`src/rtl/core/assert_macros.svh`:
```
// assertion macros shared by the calendar core rtl
// no dependencies; compiled out when NO_ASSERTIONS is set
`ifndef ASSERT_MACROS_SVH
`define ASSERT_MACROS_SVH

`ifndef NO_ASSERTIONS
`define ASSERT_IMP(label, clk, rst, ante, cons) \
  label: assert property (@(posedge clk) disable iff (rst) (ante) |-> (cons)) \
    else $error("assertion failed");
`define ASSERT_NXT(label, clk, rst, ante, cons) \
  label: assert property (@(posedge clk) disable iff (rst) (ante) |=> (cons)) \
    else $error("assertion failed");
`else
`define ASSERT_IMP(label, clk, rst, ante, cons)
`define ASSERT_NXT(label, clk, rst, ante, cons)
`endif

`endif

```
`src/rtl/core/mcg_pkg.sv`:
```
// types, constants, month tables and microcode program of the calendar core
// no dependencies
`timescale 1ns / 1ps
`default_nettype none

package mcg_pkg;

  localparam int YEAR_W  = 14;
  localparam int MONTH_W = 4;
  localparam int DAY_W   = 5;
  localparam int COL_W   = 3;
  localparam int ROW_W   = 3;
  localparam int STAT_W  = 2;
  localparam int PROD_W  = 30;
  localparam int MULB_W  = 16;
  localparam int CUM_W   = 9;
  localparam int STEP_W  = 4;
  localparam int OP_W    = 4;
  localparam int JC_W    = 3;

  localparam logic [YEAR_W-1:0]  YEAR_MAX  = 14'd9999;
  localparam logic [MONTH_W-1:0] MONTH_MAX = 4'd12;
  localparam logic [MONTH_W-1:0] MONTH_FEB = 4'd2;
  localparam logic [COL_W-1:0]   COL_MAX   = 3'd6;
  localparam logic [ROW_W-1:0]   ROW_MAX   = 3'd5;

  // floor(x/100) = (x*R100)>>19 and floor(x/7) = (x*R7)>>18 for x < 2**14
  localparam logic [MULB_W-1:0] R100     = 16'd5243;
  localparam int                R100_SH  = 19;
  localparam logic [MULB_W-1:0] R7       = 16'd37450;
  localparam int                R7_SH    = 18;

  localparam logic [STAT_W-1:0] ST_OK        = 2'd0;
  localparam logic [STAT_W-1:0] ST_BAD_YEAR  = 2'd1;
  localparam logic [STAT_W-1:0] ST_BAD_MONTH = 2'd2;

  localparam logic [OP_W-1:0] OP_NOP  = 4'd0;
  localparam logic [OP_W-1:0] OP_LOAD = 4'd1;
  localparam logic [OP_W-1:0] OP_MULY = 4'd2;
  localparam logic [OP_W-1:0] OP_MULN = 4'd3;
  localparam logic [OP_W-1:0] OP_LEAP = 4'd4;
  localparam logic [OP_W-1:0] OP_SUM  = 4'd5;
  localparam logic [OP_W-1:0] OP_MUL7 = 4'd6;
  localparam logic [OP_W-1:0] OP_MOD7 = 4'd7;
  localparam logic [OP_W-1:0] OP_STEP = 4'd8;

  localparam logic [JC_W-1:0] JC_NEVER     = 3'd0;
  localparam logic [JC_W-1:0] JC_ALWAYS    = 3'd1;
  localparam logic [JC_W-1:0] JC_IN_FIRE   = 3'd2;
  localparam logic [JC_W-1:0] JC_YEAR_BAD  = 3'd3;
  localparam logic [JC_W-1:0] JC_MONTH_BAD = 3'd4;
  localparam logic [JC_W-1:0] JC_OUT_FIRE  = 3'd5;
  localparam logic [JC_W-1:0] JC_LAST_FIRE = 3'd6;

  localparam logic [STEP_W-1:0] S_WAIT = 4'd0;
  localparam logic [STEP_W-1:0] S_CHKY = 4'd1;
  localparam logic [STEP_W-1:0] S_CHKM = 4'd2;
  localparam logic [STEP_W-1:0] S_LEAP = 4'd3;
  localparam logic [STEP_W-1:0] S_SUM  = 4'd4;
  localparam logic [STEP_W-1:0] S_MUL7 = 4'd5;
  localparam logic [STEP_W-1:0] S_MOD7 = 4'd6;
  localparam logic [STEP_W-1:0] S_EMIT = 4'd7;
  localparam logic [STEP_W-1:0] S_ERRY = 4'd8;
  localparam logic [STEP_W-1:0] S_ERRM = 4'd9;

  typedef struct packed {
    logic [OP_W-1:0]   op;
    logic              take_in;
    logic              emit;
    logic [STAT_W-1:0] status;
    logic [JC_W-1:0]   cond;
    logic              hold;
    logic [STEP_W-1:0] target;
  } cw_t;

  typedef struct packed {
    logic in_fire;
    logic out_fire;
  } hs_t;

  typedef struct packed {
    logic year_bad;
    logic month_bad;
    logic last_day;
  } dp_flags_t;

  typedef struct packed {
    logic [STAT_W-1:0] status;
    logic [DAY_W-1:0]  day_number;
    logic [COL_W-1:0]  column;
    logic [ROW_W-1:0]  row;
    logic              last;
  } cal_out_t;

  function automatic logic [DAY_W-1:0] month_len(input logic [MONTH_W-1:0] m);
    logic [DAY_W-1:0] r;
    case (m)
      4'd1, 4'd3, 4'd5, 4'd7, 4'd8, 4'd10, 4'd12: r = 5'd31;
      4'd4, 4'd6, 4'd9, 4'd11:                    r = 5'd30;
      4'd2:                                       r = 5'd28;
      default:                                    r = 5'd0;
    endcase
    return r;
  endfunction

  // days in the months before m of a common year
  function automatic logic [CUM_W-1:0] month_cum(input logic [MONTH_W-1:0] m);
    logic [CUM_W-1:0] r;
    case (m)
      4'd2:    r = 9'd31;
      4'd3:    r = 9'd59;
      4'd4:    r = 9'd90;
      4'd5:    r = 9'd120;
      4'd6:    r = 9'd151;
      4'd7:    r = 9'd181;
      4'd8:    r = 9'd212;
      4'd9:    r = 9'd243;
      4'd10:   r = 9'd273;
      4'd11:   r = 9'd304;
      4'd12:   r = 9'd334;
      default: r = 9'd0;
    endcase
    return r;
  endfunction

  function automatic cw_t ucode(input logic [STEP_W-1:0] step);
    cw_t w;
    w = '{op: OP_NOP, take_in: 1'b0, emit: 1'b0, status: ST_OK,
          cond: JC_NEVER, hold: 1'b0, target: S_WAIT};
    unique case (step)
      S_WAIT: begin
        w.op = OP_LOAD; w.take_in = 1'b1;
        w.cond = JC_IN_FIRE; w.hold = 1'b1; w.target = S_CHKY;
      end
      S_CHKY: begin
        w.op = OP_MULY; w.cond = JC_YEAR_BAD; w.target = S_ERRY;
      end
      S_CHKM: begin
        w.op = OP_MULN; w.cond = JC_MONTH_BAD; w.target = S_ERRM;
      end
      S_LEAP: w.op = OP_LEAP;
      S_SUM:  w.op = OP_SUM;
      S_MUL7: w.op = OP_MUL7;
      S_MOD7: w.op = OP_MOD7;
      S_EMIT: begin
        w.op = OP_STEP; w.emit = 1'b1;
        w.cond = JC_LAST_FIRE; w.hold = 1'b1; w.target = S_WAIT;
      end
      S_ERRY: begin
        w.emit = 1'b1; w.status = ST_BAD_YEAR;
        w.cond = JC_OUT_FIRE; w.hold = 1'b1; w.target = S_WAIT;
      end
      S_ERRM: begin
        w.emit = 1'b1; w.status = ST_BAD_MONTH;
        w.cond = JC_OUT_FIRE; w.hold = 1'b1; w.target = S_WAIT;
      end
      default: begin
        w.cond = JC_ALWAYS; w.target = S_WAIT;
      end
    endcase
    return w;
  endfunction

endpackage

`default_nettype wire

```
`src/rtl/core/mcg_if.sv`:
```
// valid/ready channels of the calendar core: query in, day results out
// depends on mcg_pkg for field widths
`timescale 1ns / 1ps
`default_nettype none

interface mcg_query_if;
  logic                          valid;
  logic                          ready;
  logic [mcg_pkg::YEAR_W-1:0]    year;
  logic [mcg_pkg::MONTH_W-1:0]   month;

  modport source (output valid, output year, output month, input ready);
  modport sink (input valid, input year, input month, output ready);
endinterface

interface mcg_day_if;
  logic                          valid;
  logic                          ready;
  logic [mcg_pkg::STAT_W-1:0]    status;
  logic [mcg_pkg::DAY_W-1:0]     day_number;
  logic [mcg_pkg::COL_W-1:0]     column;
  logic [mcg_pkg::ROW_W-1:0]     row;
  logic                          last;

  modport source (output valid, output status, output day_number, output column,
                  output row, output last, input ready);
  modport sink (input valid, input status, input day_number, input column,
                input row, input last, output ready);
endinterface

`default_nettype wire

```
`src/rtl/core/mcg_seq.sv`:
```
// microcode sequencer: step counter, control rom and conditional jumps
// depends on mcg_pkg
`timescale 1ns / 1ps
`default_nettype none

module mcg_seq (
  input  wire logic               clk,
  input  wire logic               rst,
  input  wire mcg_pkg::hs_t       hs,
  input  wire mcg_pkg::dp_flags_t flags,
  output mcg_pkg::cw_t            cw
);
  import mcg_pkg::*;

  logic [STEP_W-1:0] pc;
  logic [STEP_W-1:0] pc_next;
  logic              taken;

  assign cw = ucode(pc);

  always_comb begin
    unique case (cw.cond)
      JC_ALWAYS:    taken = 1'b1;
      JC_IN_FIRE:   taken = hs.in_fire;
      JC_YEAR_BAD:  taken = flags.year_bad;
      JC_MONTH_BAD: taken = flags.month_bad;
      JC_OUT_FIRE:  taken = hs.out_fire;
      JC_LAST_FIRE: taken = hs.out_fire && flags.last_day;
      default:      taken = 1'b0;
    endcase
  end

  always_comb begin
    if (taken) begin
      pc_next = cw.target;
    end else if (cw.hold) begin
      pc_next = pc;
    end else begin
      pc_next = pc + STEP_W'(1);
    end
  end

  always_ff @(posedge clk) begin
    if (rst) begin
      pc <= S_WAIT;
    end else begin
      pc <= pc_next;
    end
  end

endmodule

`default_nettype wire

```
`src/rtl/core/mcg_dp.sv`:
```
// datapath: input latch, shared reciprocal multiplier, weekday sum, day walker
// depends on mcg_pkg and assert_macros.svh
`timescale 1ns / 1ps
`default_nettype none

`include "assert_macros.svh"

module mcg_dp (
  input  wire logic                         clk,
  input  wire logic                         rst,
  input  wire mcg_pkg::cw_t                 cw,
  input  wire mcg_pkg::hs_t                 hs,
  input  wire logic [mcg_pkg::YEAR_W-1:0]   in_year,
  input  wire logic [mcg_pkg::MONTH_W-1:0]  in_month,
  output mcg_pkg::dp_flags_t                flags,
  output mcg_pkg::cal_out_t                 res
);
  import mcg_pkg::*;

  logic [YEAR_W-1:0]  y;
  logic [MONTH_W-1:0] m;
  logic [PROD_W-1:0]  prod;
  logic [6:0]         qy;
  logic [6:0]         qn;
  logic               leap;
  logic [YEAR_W-1:0]  sum;
  logic [DAY_W-1:0]   len;
  logic [DAY_W-1:0]   day;
  logic [COL_W-1:0]   col;
  logic [ROW_W-1:0]   row;

  logic [YEAR_W-1:0]  n;
  logic [YEAR_W-1:0]  mul_a;
  logic [MULB_W-1:0]  mul_b;
  logic [YEAR_W-1:0]  qy100;
  logic [10:0]        q7;
  logic [YEAR_W-1:0]  q7x7;
  logic [YEAR_W-1:0]  rem7;
  logic [YEAR_W:0]    sum_w;
  logic               leap_adj;
  logic               ok;

  assign n     = y - YEAR_W'(1);
  assign qy100 = YEAR_W'({qy, 6'b0}) + YEAR_W'({qy, 5'b0}) + YEAR_W'({qy, 2'b0});
  assign q7    = prod[R7_SH +: 11];
  assign q7x7  = YEAR_W'({q7, 3'b0}) - YEAR_W'(q7);
  assign rem7  = sum - q7x7;
  assign leap_adj = leap && (m > MONTH_FEB);
  assign sum_w = (YEAR_W+1)'(n) + (YEAR_W+1)'(n[YEAR_W-1:2]) - (YEAR_W+1)'(qn)
               + (YEAR_W+1)'(qn[6:2]) + (YEAR_W+1)'(month_cum(m))
               + (YEAR_W+1)'(leap_adj);

  always_comb begin
    case (cw.op)
      OP_MULN: begin
        mul_a = n;
        mul_b = R100;
      end
      OP_MUL7: begin
        mul_a = sum;
        mul_b = R7;
      end
      default: begin
        mul_a = y;
        mul_b = R100;
      end
    endcase
  end

  always_ff @(posedge clk) begin
    case (cw.op)
      OP_LOAD: begin
        if (hs.in_fire) begin
          y <= in_year;
          m <= in_month;
        end
      end
      OP_MULY: prod <= PROD_W'(mul_a) * PROD_W'(mul_b);
      OP_MULN: begin
        qy   <= prod[R100_SH +: 7];
        prod <= PROD_W'(mul_a) * PROD_W'(mul_b);
      end
      OP_LEAP: begin
        qn   <= prod[R100_SH +: 7];
        leap <= (y[1:0] == 2'b00) && ((y != qy100) || (qy[1:0] == 2'b00));
      end
      OP_SUM: begin
        sum <= sum_w[YEAR_W-1:0];
        len <= month_len(m) + DAY_W'((m == MONTH_FEB) && leap);
        day <= DAY_W'(1);
        row <= '0;
      end
      OP_MUL7: prod <= PROD_W'(mul_a) * PROD_W'(mul_b);
      OP_MOD7: col <= rem7[COL_W-1:0];
      OP_STEP: begin
        if (hs.out_fire && !flags.last_day) begin
          day <= day + DAY_W'(1);
          if (col == COL_MAX) begin
            col <= '0;
            row <= row + ROW_W'(1);
          end else begin
            col <= col + COL_W'(1);
          end
        end
      end
      default: ;
    endcase
  end

  assign flags.year_bad  = (y == '0) || (y > YEAR_MAX);
  assign flags.month_bad = (m == '0) || (m > MONTH_MAX);
  assign flags.last_day  = (day == len);

  assign ok             = (cw.status == ST_OK);
  assign res.status     = cw.status;
  assign res.day_number = ok ? day : '0;
  assign res.column     = ok ? col : '0;
  assign res.row        = ok ? row : '0;
  assign res.last       = ok ? flags.last_day : 1'b1;

  `ASSERT_IMP(a_day_range, clk, rst, cw.op == OP_STEP, (day != '0) && (day <= len))
  `ASSERT_IMP(a_grid_range, clk, rst, cw.op == OP_STEP, (col <= COL_MAX) && (row <= ROW_MAX))
  `ASSERT_NXT(a_day_advance, clk, rst, (cw.op == OP_STEP) && hs.out_fire && !flags.last_day, day == ($past(day) + DAY_W'(1)))

endmodule

`default_nettype wire

```
`src/rtl/core/month_calendar_generator_core.sv`:
```
// top level of the month calendar core: sequencer plus datapath
// depends on mcg_pkg, mcg_if, mcg_seq, mcg_dp
//
//   port    dir   payload                                   role
//   query   sink  year[13:0] month[3:0]                     one month to list
//   day     src   status day_number column row last         one item per day
//
// an item is set up in steps (latch, range checks, two divides by 100
// on the shared multiplier, weekday sum, divide by 7), then one day item
// leaves each time day takes one; an error item leaves after its range check
// the single shared multiplier and the step counter set this sequence
// rst is synchronous and returns the step counter to the wait step
// a stall on day holds the current item; query is not taken until the last one leaves
`timescale 1ns / 1ps
`default_nettype none

module month_calendar_generator_core (
  input  wire logic clk,
  input  wire logic rst,
  mcg_query_if.sink query,
  mcg_day_if.source day
);
  import mcg_pkg::*;

  cw_t       cw;
  hs_t       hs;
  dp_flags_t flags;
  cal_out_t  res;

  assign query.ready = cw.take_in;
  assign day.valid   = cw.emit;

  assign hs.in_fire  = query.valid && query.ready;
  assign hs.out_fire = day.valid && day.ready;

  mcg_seq u_seq (
    .clk   (clk),
    .rst   (rst),
    .hs    (hs),
    .flags (flags),
    .cw    (cw)
  );

  mcg_dp u_dp (
    .clk      (clk),
    .rst      (rst),
    .cw       (cw),
    .hs       (hs),
    .in_year  (query.year),
    .in_month (query.month),
    .flags    (flags),
    .res      (res)
  );

  assign day.status     = res.status;
  assign day.day_number = res.day_number;
  assign day.column     = res.column;
  assign day.row        = res.row;
  assign day.last       = res.last;

endmodule

`default_nettype wire
```
`src/flat_wrapper.sv`:
```
// flat-port wrapper written by rule: the top's interface ports become plain ports
module month_calendar_generator_core_flat import mcg_pkg::*;
  (clk, rst, query_valid, query_year, query_month, query_ready, day_valid, day_status, day_day_number, day_column, day_row, day_last, day_ready);
  mcg_query_if query_i ();
  mcg_day_if day_i ();
  input  wire logic clk;
  input  wire logic rst;
  input wire logic [$bits(query_i.valid)-1:0] query_valid;
  input wire logic [$bits(query_i.year)-1:0] query_year;
  input wire logic [$bits(query_i.month)-1:0] query_month;
  output wire logic [$bits(query_i.ready)-1:0] query_ready;
  output wire logic [$bits(day_i.valid)-1:0] day_valid;
  output wire logic [$bits(day_i.status)-1:0] day_status;
  output wire logic [$bits(day_i.day_number)-1:0] day_day_number;
  output wire logic [$bits(day_i.column)-1:0] day_column;
  output wire logic [$bits(day_i.row)-1:0] day_row;
  output wire logic [$bits(day_i.last)-1:0] day_last;
  input wire logic [$bits(day_i.ready)-1:0] day_ready;
  assign query_i.valid = query_valid;
  assign query_i.year = query_year;
  assign query_i.month = query_month;
  assign query_ready = query_i.ready;
  assign day_valid = day_i.valid;
  assign day_status = day_i.status;
  assign day_day_number = day_i.day_number;
  assign day_column = day_i.column;
  assign day_row = day_i.row;
  assign day_last = day_i.last;
  assign day_i.ready = day_ready;
  month_calendar_generator_core u_core (.clk(clk), .rst(rst), .query(query_i), .day(day_i));
endmodule
```
`config.mk`:
```
export PLATFORM = sky130hd
export DESIGN_NAME = month_calendar_generator_core_flat
export DESIGN_NICKNAME = d
export VERILOG_FILES = /design/src/rtl/core/mcg_pkg.sv /design/src/rtl/core/mcg_if.sv /design/src/rtl/core/mcg_seq.sv /design/src/rtl/core/mcg_dp.sv /design/src/rtl/core/month_calendar_generator_core.sv /design/src/flat_wrapper.sv
export VERILOG_INCLUDE_DIRS = /design/src /design/src/rtl/core
export SDC_FILE = /design/constraint.sdc
export NUM_CORES = 1
export LEC_CHECK = 0
export ABC_AREA = 1
export BUFFER_PORTS_ARGS = -buffer_cell sky130_fd_sc_hd__buf_2
export CAP_MARGIN = 30
export CORE_AREA = 4 4 159 161
export CTS_BUF_LIST = sky130_fd_sc_hd__clkbuf_4 sky130_fd_sc_hd__clkbuf_8
export DETAILED_ROUTE_END_ITERATION = 10
export DIE_AREA = 0 0 163 165
export PLACE_DENSITY = 0.6
export SYNTH_ARGS = -nofsm -noshare
export SYNTH_HDL_FRONTEND = slang
export SYNTH_SLANG_ARGS = --single-unit
```
`constraint.sdc`:
```
create_clock -name clk -period 8.5 [get_ports clk]
set_clock_uncertainty 0.05 [all_clocks]
set_input_delay 1.7 -clock clk [delete_from_list [all_inputs] [get_ports clk]]
set_output_delay 1.7 -clock clk [all_outputs]
set_load 0.05 [all_outputs]
```
# Word-level counts from Yosys, hierarchy flattened
# Memories as Yosys holds them, arrays and structs flattened. A register that Yosys moved wholly into a read port is not among the register bits.
# Index checks and enable logic that the tools add are counted.
[classes]
eq_ne = 30
multipliers = 1
n_reduce_logical = 28
magnitude_cmp = 3
n_mux = 27
n_addsub = 15
[op_table]
columns = ["operator", "count"]
rows = [
  ["$eq 4x3->1 const B", 8],
  ["$pmux 4 s8", 1],
  ["$add 14x9->14", 2],
  ["$pmux 14 s2", 1],
  ["$mul 14x16->26", 1],
  ["$eq 4x2->1 const B", 5],
  ["$mux 3", 6],
  ["$pmux 3 s6", 1],
  ["$mux 16", 1],
  ["$mux 4", 4],
  ["$mux 5", 3],
  ["$add 13x12->14", 1],
  ["$add 14x1->14", 1],
  ["$add 14x12->14", 1],
  ["$add 14x5->14", 1],
  ["$gt 14x14->1 const B", 1],
  ["$logic_not 14->1", 1],
  ["$ne 14x14->1", 1],
  ["$sub 14x1->14 const B", 1],
  ["$sub 14x7->14", 1],
  ["$eq 3x3->1 const B", 4],
  ["$eq 4x4->1 const B", 3],
  ["$pmux 3 s2", 2],
  ["$pmux 4 s3", 1],
  ["other kinds (28)", 52],
]
[totals]
wordCells = 118
output_inout_bits = 16
memories = 2
in_bits = 22
romBits = 224
regBits = 93
[mem_list]
columns = ["name", "words", "word_bits", "rd", "rd_clocked_by_memory_dff", "write_ports", "line_no", "source"]
rows = [
  ["(no name shown)", 16, 9, 1, 1, 0, "mcg_pkg.sv:109", "case (m)"],
  ["(no name shown)", 16, 5, 1, 1, 0, "mcg_pkg.sv:97", "case (m)"],
]

# Longest topological paths before layout
# Gate-level depths: netlist of the first run.
[logic_depth]
depth_word = 7
mapped_depth = 38

# Modules after synthesis
# A second synthesis of the first run with hierarchy kept.
[unflattened]
cells_unflattened = 1316
hier_area_um2 = 11119.4
[by_module_without_submodules]
columns = ["module", "cells_each", "seq_area_each_um2", "area_per_inst_um2", "n_inst"]
rows = [
  ["mcg_dp", 1221, 2372.3, 10556.4, 1],
  ["mcg_seq", 91, 80.1, 548.0, 1],
  ["month_calendar_generator_core", 4, 0.0, 15.0, 1],
]

# Worst setup path before layout of the first run
# No wires, ideal clock.
[synth_path]
path_type = "reg-to-reg"
startpoint = "register u_core.u_seq.pc[0]"
endpoint = "register u_core.u_dp.prod[22] (data pin)"
path_stages_with_launch = 34
synth_period_minus_slack_ps = 6912
required_ps = 8198
setup_ps = 252
path_buffers = 1
slack_ps = 1588
t_arrival_ps = 6610
cell_sequence = "dfxtp_1 > inv_1 > ha_1 > inv_1 > nand2_1 > nand2_1 > nand2_1 > nand2_4 > inv_2 > buf_6 > nand2_1 > o21ai_0 > a21oi_1 > inv_1 > nand2_1 > inv_1 > ha_1 > inv_1 > fa_1 > inv_1 > fa_1 > fa_1 > fa_1 > fa_1 > ha_1 > a21oi_1 > o21a_1 > o21ai_0 > a21boi_0 > nor2_1 > nor4_1 > nand2_1 > nand2_1 > nand2_1"
[synth_via]
elab_chain_cells = 5
[synth_rtl]
columns = ["element", "line_no", "source"]
rows = [
  ["start, declared", "mcg_seq.sv:15", "logic [STEP_W-1:0] pc;"],
  ["start signal, assigned", "mcg_seq.sv:47", "pc <= pc_next;"],
  ["$eq 4x3->1 (tied with other cells)", "mcg_pkg.sv:130", "unique case (step)"],
  ["$pmux 4 s8 (*)", "mcg_pkg.sv:130", ""],
  ["$eq 4x3->1 or $eq 4x2->1 (tied branches)", "mcg_dp.sv:54, mcg_dp.sv:71", ""],
  ["$pmux 14 s2 or $mux 16 (tied branches)", "mcg_dp.sv:54", "case (cw.op)"],
  ["$mul 14x16->26 (*)", "mcg_dp.sv:78, mcg_dp.sv:81, mcg_dp.sv:93", ""],
  ["end signal, assigned", "mcg_dp.sv:78", "OP_MULY: prod <= PROD_W'(mul_a) * PROD_W'(mul_b);"],
  ["end signal, assigned", "mcg_dp.sv:81", "prod <= PROD_W'(mul_a) * PROD_W'(mul_b);"],
  ["end signal, assigned", "mcg_dp.sv:93", "OP_MUL7: prod <= PROD_W'(mul_a) * PROD_W'(mul_b);"],
  ["end, declared", "mcg_dp.sv:22", "logic [PROD_W-1:0] prod;"],
]
# Mark *: on every way between the ends. The rest lies on a longest branch, timed or not.
# A chain may end at the register's enable or synchronous reset.

# Worst setup path after layout of the first run
# Ends and elaborated chain as after synthesis.

==> impl_metrics.ini, run 1 <==
[yosys]
synthCells = 1199
synth_ff_type = edfxtp_1
ys_types = 50
syn_avg_cell_area_um2 = 8.83
async_reset_ff_frac = 0
yosys_warnings = 0
synth-seq-cells = 87
synth_edf_count = 71
synthesis.area_um2 = 10600
ys_seq_area_frac = 0.232

[critical_path]
cp_max_fo = 24
required_ns = 8.61
endpoint_kind = register
critical_path_class = reg2reg
startpoint_type = register
slowest_delay_ns = 0.54
crit_arrival_ns = 7.91
critPathSlowestCell = fa_1

[place]
gp_congestion = 0.880
port-buffer-count = 37
dp.final_hpwl_um = 21600

[global_route]
grt_pass1_wl_um = 41000
grt_max_degree = 27
grt_antenna_before_repair = 0
grt_pass1_vias = 7945
track_usage = 0.196
grt-ovfl-total = 0

[clock_network]
numCtsBuffers = 9
clock_latency_ns = 0.40
clock_path_buffers = 2
cts_root_buffer = clkbuf_8
cts-hold-fix-buffers = 0
clkTransAtPathRegs_ns = 0.13
h-tree-depth = 3
cts_tree = built
clock_sinks = 87

[detailed_routing]
drt-total-wl_um = 25200
ant_nets = 0
drc = 0
drt_pass1_iterations = 5
viasPerCell = 5.05
vias = 7961
drt_iter0_drc = 602
wire_per_inst_um = 16.0

[timing]
setup-violations-final = 0
tightest_slew_ns = 1.03
min_period_ns = 7.80
finalHoldViolations = 0
final.setup.tns_ns = 0
finalMaxSlewViolations = 0
slew_headroom = 0.309
layout_worst_path_cycle_share = 0.917
rsz0062_at_grt = false
fmax_mhz = 128

[floorplanning]
dieArea_um2 = 26900
die_h_um = 165
die_w_um = 163
core-area_um2 = 24000
core.rowCount = 57
start_util = 0.442
top_level_ports = 38

[final_layout]
num_antenna_cells = 0
multi_input_area_um2 = 7080
fin_nets = 1543
seqCellArea_um2 = 2450
drive_gt1_frac = 0.0726
fillerInstances = 2393
syn_to_final_growth_pct = 7.81

[run]
cap_violations = 0

[outcome]
status = complete, no violations

[hold_path]
min_path_type = reg2reg
-- area by class of cell --
class | instances | area share
Clock buffer | 9 | 0.0108
Clock inverter | 7 | 0.00756
Inverter | 274 | 0.0906
Multi-Input combinational cell | 832 | 0.620
Sequential cell | 87 | 0.215
Tap cell | 324 | 0.0355
Timing Repair Buffer | 44 | 0.0208
-- placed cells by master (no fill, tap or decap), types with 36 or more instances in the layout --
| cell type | n |
|---|---|
| fa_1 | 106 |
| nand3_1 | 38 |
| o21ai_0 | 36 |
| buf_2 | 37 |
| inv_1 | 264 |
| ha_1 | 167 |
| a21oi_1 | 51 |
| nand2_1 | 177 |
| nor2_1 | 97 |
| edfxtp_1 | 71 |
| xor2_1 | 42 |
-- stage by stage --
step	hold WS, ns	worst slack, ns	area (um2)	instances	utilization
after floorplan	0.371	1.59	10600	1203	-
after global placement	0.416	0.954	11200	1559	0.467
after detailed placement	0.406	0.664	11200	1561	0.467
after CTS	0.430	0.598	11400	1577	0.476
after global routing	0.452	0.0367	11400	1577	0.476
final	0.432	0.703	11400	1577	0.476
-- routing by layer --
layer	global-route usage	vias to the layer above	wire (um)
met5	0	-	0
met4	0.0629	0	781
met1	0.271	3821	11700
met3	0.0235	42	1090
met2	0.324	190	11600
li1	-	3908	-
-- repair_timing --
item / in CTS / in global routing
setup endpoints to repair: 0 / 1
setup buffers: 0 / 0
gates resized for setup: 0 / 3
-- kinds of logic after synthesis --
| family | count (synthesis) | synth area share |
|---|---|---|
| other | 2 | 0.000709 |
| buffers and inverters | 284 | 0.102 |
| adder cells (fa/ha/maj) | 273 | 0.398 |
| XOR/XNOR | 55 | 0.0455 |
| AND/OR/NAND/NOR | 361 | 0.147 |
| flip-flops | 87 | 0.232 |
| AO/OA/AOI/OAI | 137 | 0.0755 |
-- worst max-delay path, delay by kind of cell, from the launching register on --
kind / cells / cell delay, ns
AND/OR/NAND/NOR: 13 / 1.62
XOR/XNOR: 1 / 0.16
AO/OA/AOI/OAI: 5 / 1.01
flip-flops: 1 / 0.43
adder cells (fa/ha/maj): 8 / 3.25
buffers and inverters: 9 / 1.02
-- synth_stat cells, types with 7 or more instances --
cell type    n  area (um2)
inv_2        7        26.3
inv_1      264         991
nor2_1      98         368
xnor2_1     13         114
nor4_1       8        50.1
ha_1       167        2090
dfxtp_1     16         320
edfxtp_1    71        2130
clkbuf_1     8        30.0
fa_1       106        2120
nand2_1    177         664
nand3_1     38         190
a21oi_1     52         260
nor3_1      16        80.1
xor2_1      42         368
o21ai_0     38         190
-- worst paths after layout --
| kind | end | slack, ns | depth (start not counted) | start |
|---|---|---|---|---|
| setup / recovery | u_core.u_dp.prod[22] | 0.70 | 36 | u_core.u_seq.pc[0] |
| hold reg to reg | u_core.u_dp.qy[1] | 0.43 | 0 | u_core.u_dp.prod[20] |
| hold / removal | u_core.u_dp.qy[1] | 0.43 | 0 | u_core.u_dp.prod[20] |
| setup reg to reg | u_core.u_dp.prod[22] | 0.70 | 36 | u_core.u_seq.pc[0] |
Power of run 1 is not shown: default switching activity piles up to over one toggle a cycle in this logic, so the estimate is an artifact.
==> run 2, diff against run 1 <==
--- a/config.mk
+++ b/config.mk
@@ -9,11 +9,12 @@
 export ABC_AREA = 1
 export BUFFER_PORTS_ARGS = -buffer_cell sky130_fd_sc_hd__buf_2
 export CAP_MARGIN = 30
-export CORE_AREA = 4 4 159 161
+export CORE_AREA = 4 4 138 140
 export CTS_BUF_LIST = sky130_fd_sc_hd__clkbuf_4 sky130_fd_sc_hd__clkbuf_8
 export DETAILED_ROUTE_END_ITERATION = 10
-export DIE_AREA = 0 0 163 165
-export PLACE_DENSITY = 0.6
+export DIE_AREA = 0 0 142 144
+export PLACE_DENSITY = 0.77
+export SKIP_CTS_REPAIR_TIMING = 1
 export SYNTH_ARGS = -nofsm -noshare
 export SYNTH_HDL_FRONTEND = slang
 export SYNTH_SLANG_ARGS = --single-unit
==> run 2 against run 1 <==
Compared with the run above:
- routed wire length decreased by 4.3%
- setup slack improved by 0.055 ns
- cell count decreased by 6.1%
- count of clock-buffer cells in the layout unchanged
- via count increased by 1.9%
- non-clock buffer count decreased by 1
- global-route usage increased by 4.9 points
- register-to-register slack improved by 0.06 ns
- first-iteration DRC count decreased by 8.5%
- maximum frequency increased by 0.71%
- sequential share of layout area increased by 0.25 points
==> impl_metrics.ini, run 2 (same netlist as run 1, synthesis figures left out) <==
[global_route]
grt_pass1_wl_um = 39400
grt_pass1_vias = 8064
grt-ovfl-total = 0
grt_antenna_before_repair = 0
track_usage = 0.246
grt_max_degree = 27

[clock_network]
numCtsBuffers = 9
clkTransAtPathRegs_ns = 0.11
cts_root_buffer = clkbuf_8
h-tree-depth = 3
clock_latency_ns = 0.39
clock_path_buffers = 2
cts_tree = built
clock_sinks = 87

[floorplanning]
top_level_ports = 38
start_util = 0.594
dieArea_um2 = 20400
core.rowCount = 49
core-area_um2 = 17800
die_h_um = 144
die_w_um = 142

[timing]
rsz0062_at_grt = false
setup-violations-final = 0
finalHoldViolations = 0
tightest_slew_ns = 1.10
finalMaxSlewViolations = 0
min_period_ns = 7.74
layout_worst_path_cycle_share = 0.911
final.setup.tns_ns = 0
fmax_mhz = 129
slew_headroom = 0.260

[critical_path]
cp.depth = 36
critPathLaunch = u_core.u_seq.pc[0]
critical_path_class = reg2reg
crit-reg2reg-capture = u_core.u_dp.prod[22]
required_ns = 8.61
startpoint_type = register
endpoint_kind = register
crit_arrival_ns = 7.85
cp_max_fo = 24
path_delay_family = adder cells
slowest_delay_ns = 0.54
crit_path_end = u_core.u_dp.prod[22]
ff2ff_setup_slack_ns = 0.76
critPathBufInv = 9
r2r_start = u_core.u_seq.pc[0]
reg2reg_depth = 36
critPathSlowestCell = fa_1

[final_layout]
fillerInstances = 1476
drive_gt1_frac = 0.0711
final_common_cell = inv_1
syn_to_final_growth_pct = 6.59
num_antenna_cells = 0
mostFrequentLayoutCells = inv_1, nand2_1, ha_1
fin_nets = 1542

[detailed_routing]
ant_nets = 0
drt_pass1_iterations = 5
vias = 8114
drc = 0
viasPerCell = 5.48
wire_per_inst_um = 16.3
drt_iter0_drc = 551
drt-total-wl_um = 24100

[place]
port-buffer-count = 37
dp.final_hpwl_um = 20500
gp_congestion = 0.953

[hold_path]
min_path_type = reg2reg

[outcome]
status = complete, no violations

[run]
cap_violations = 0
-- run 2: final cells by class --
type,instances,area (um2),area share
multi-input combinational,832,7080,0.627
sequential,87,2450,0.217
inverter,274,1030,0.0917
tap,229,287,0.0254
timing repair buffer,43,238,0.0211
clock buffer,9,124,0.0110
clock inverter,7,77.6,0.00687
-- run 2: worst min path at each step --
stage,slack (ns),cells after the start,endpoint,start
3_3_place_gp,0.42,0,u_core.u_dp.qy[2],u_core.u_dp.prod[21]
2_1_floorplan,0.37,0,u_core.u_dp.qn[2],u_core.u_dp.prod[21]
6_report,0.44,0,u_core.u_dp.qy[5],u_core.u_dp.prod[24]
5_1_grt,0.44,0,u_core.u_dp.qy[5],u_core.u_dp.prod[24]
4_1_cts,0.44,0,u_core.u_dp.qy[5],u_core.u_dp.prod[24]
3_5_place_dp,0.43,0,u_core.u_dp.qy[5],u_core.u_dp.prod[24]
-- run 2: worst register-to-register path: cells and delay by family (launching register included) --
family / cells / cell delay [ns]
buffers and inverters: 9 / 1.01
xor gates and xnor gates: 1 / 0.17
DFF: 1 / 0.41
and+or+nand+nor: 13 / 1.67
adders and majority gates: 8 / 3.24
AOI/OAI and AO/OA: 5 / 0.97
-- run 2: metal layers --
layer / global-route usage / up-vias / share of wire
met5: 0 / - / 0
met4: 0.0783 / 0 / 0.026
met3: 0.0427 / 46 / 0.075
met2: 0.411 / 297 / 0.47
met1: 0.329 / 3851 / 0.42
li1: - / 3920 / -
-- run 2: metrics by stage --
step	cell area [um2]	utilization	hold WS (ns)	cells	worst slack, ns
floorplan	10600	-	0.371	1203	1.59
global placement	11100	0.620	0.424	1463	1.10
detailed placement	11100	0.621	0.427	1465	0.813
CTS	11300	0.633	0.436	1481	0.781
global route	11300	0.633	0.443	1481	0.0267
finish	11300	0.633	0.445	1481	0.758
Power of run 2 is left out for the same reason.
==> run 3, diff against run 2 <==
--- a/config.mk
+++ b/config.mk
@@ -9,11 +9,11 @@
 export ABC_AREA = 1
 export BUFFER_PORTS_ARGS = -buffer_cell sky130_fd_sc_hd__buf_2
 export CAP_MARGIN = 30
-export CORE_AREA = 4 4 138 140
+export CORE_AREA = 4 4 139 141
 export CTS_BUF_LIST = sky130_fd_sc_hd__clkbuf_4 sky130_fd_sc_hd__clkbuf_8
 export DETAILED_ROUTE_END_ITERATION = 10
-export DIE_AREA = 0 0 142 144
-export PLACE_DENSITY = 0.77
+export DIE_AREA = 0 0 143 145
+export PLACE_DENSITY = 0.79
 export SKIP_CTS_REPAIR_TIMING = 1
 export SYNTH_ARGS = -nofsm -noshare
 export SYNTH_HDL_FRONTEND = slang
==> constraint.sdc (replaced) <==
create_clock -name clk -period 6.4 [get_ports clk]
set_clock_uncertainty 0.05 [all_clocks]
set_input_delay 1.28 -clock clk [delete_from_list [all_inputs] [get_ports clk]]
set_output_delay 1.28 -clock clk [all_outputs]
set_load 0.05 [all_outputs]
==> run 3 against run 2 <==
Compared with the run above:
- the run now ends with negative setup slack left
- die area grew 1.4%
- flip-flop and latch count did not move
- count of clock-buffer cells in the layout unchanged
- first-iteration DRC count is 25% higher
- sequential share of layout area fell by 3.1 points
- non-clock buffer count rose by 157
- setup slack worse by 0.79 ns
- core utilization rose by 10 points
- worst hold slack better by 0.049 ns
- global-route usage up 2.7 points
- maximum frequency grew 20%
==> impl_metrics.ini, run 3 (same netlist as run 1, synthesis figures left out) <==
[outcome]
status = complete, but fails checks
violations = negative setup slack

[global_route]
grt-ovfl-total = 0
track_usage = 0.273
grt_pass1_wl_um = 44600
grt_max_degree = 22
grt_pass1_vias = 8824
grt_antenna_before_repair = 0

[timing]
layout_worst_path_cycle_share = 1.00
finalHoldViolations = 0
fmax_mhz = 156
whs_ns = 0.494
rsz0062_at_grt = true
tightest_slew_ns = 1.02
setup_slack_ns = -0.0297
setup-violations-final = 1
finalMaxSlewViolations = 0
slew_headroom = 0.314
min_period_ns = 6.43

[place]
dpl-instance-area_um2 = 12300
post-place-cells = 1604
port-buffer-count = 37
gp_congestion = 0.937
pre_cts_ws_ns = -0.197
dp.final_hpwl_um = 23700

[floorplanning]
start_util = 0.590
core-area_um2 = 18000
core.rowCount = 49
die_w_um = 143
dieArea_um2 = 20700
die_h_um = 145
top_level_ports = 38

[hold_path]
min_path_type = reg2reg
hold_path_depth = 1

[final_layout]
num_antenna_cells = 0
final_common_cell = inv_1
drive_gt1_frac = 0.273
syn_to_final_growth_pct = 24.9
fin_area_um2 = 13200
stdcell_count = 1638
fin_nets = 1699
mostFrequentLayoutCells = inv_1, buf_4, nand2_1

[detailed_routing]
wire_per_inst_um = 17.7
vias = 8956
drc = 0
drt-total-wl_um = 28900
drt_iter0_drc = 689
ant_nets = 0
viasPerCell = 5.47
drt_pass1_iterations = 5

[clock_network]
clock_path_buffers = 2
h-tree-depth = 3
cts_tree = built
clkTransAtPathRegs_ns = 0.11
numCtsBuffers = 9
cts_root_buffer = clkbuf_8
clock_sinks = 87
clock_latency_ns = 0.39

[critical_path]
ff2ff_setup_slack_ns = -0.03
startpoint_type = register
slowest_delay_ns = 0.59
critical_path_class = reg2reg
reg2reg_depth = 33
cp_max_fo = 7
endpoint_kind = register
required_ns = 6.51
crit_arrival_ns = 6.54
critPathSlowestCell = fa_1

[run]
cap_violations = 0
==> run 3: changes by cell type in the layout (fill, tap and decap cells not counted), moves of 9 or more <==
cell / before / now
o21ai_0: 37 / 27
buf_4: 5 / 155
inv_2: 6 / 22
inv_1: 264 / 245
ha_4: 0 / 15
nor2_1: 97 / 77
nor2_4: 2 / 12
nor2_2: 4 / 14
nand2_1: 176 / 147
a21oi_2: 0 / 9
nand2_2: 3 / 27
a21oi_1: 52 / 40
ha_1: 167 / 145
==> run 3: final cells by class <==
type	count	area (um2)
Fill cell	1240	4740
Clock buffer	9	124
Tap cell	229	287
Multi-Input combinational cell	832	7770
Inverter	274	1050
Timing Repair Buffer	200	1450
Sequential cell	87	2460
Clock inverter	7	85.1
==> run 3: final timing paths <==
path                      start                    to
max          u_core.u_seq.pc[0]  u_core.u_dp.prod[25]
min                    register    u_core.u_dp.len[0]
min reg2reg            register    u_core.u_dp.len[0]
max reg2reg  u_core.u_seq.pc[0]  u_core.u_dp.prod[25]
==> run 3: worst max-delay path: cells and delay by family (launching register included) <==
family	cells	cell delay, ns
AO/OA/AOI/OAI	3	0.48
adder cells (fa/ha/maj)	8	3.30
buffers and inverters	7	0.57
flip-flops	1	0.41
AND/OR/NAND/NOR	15	1.38
==> run 3: through the flow <==
stage / TNS (ns) / util
6_report: -0.0297 / 0.736
5_1_grt: -1.60 / 0.736
4_1_cts: -1.08 / 0.694
3_5_place_dp: -0.870 / 0.683
3_3_place_gp: -0.161 / 0.681
2_1_floorplan: 0 / -
==> run 3: per-layer routing <==
metal / share of wire / vias up / GRT usage
li1: - / 4239 / -
met1: 0.43 / 4307 / 0.396
met2: 0.47 / 357 / 0.433
met3: 0.074 / 53 / 0.0369
met4: 0.028 / 0 / 0.0727
met5: 0 / - / 0
Power of run 3 is left out for the same reason.
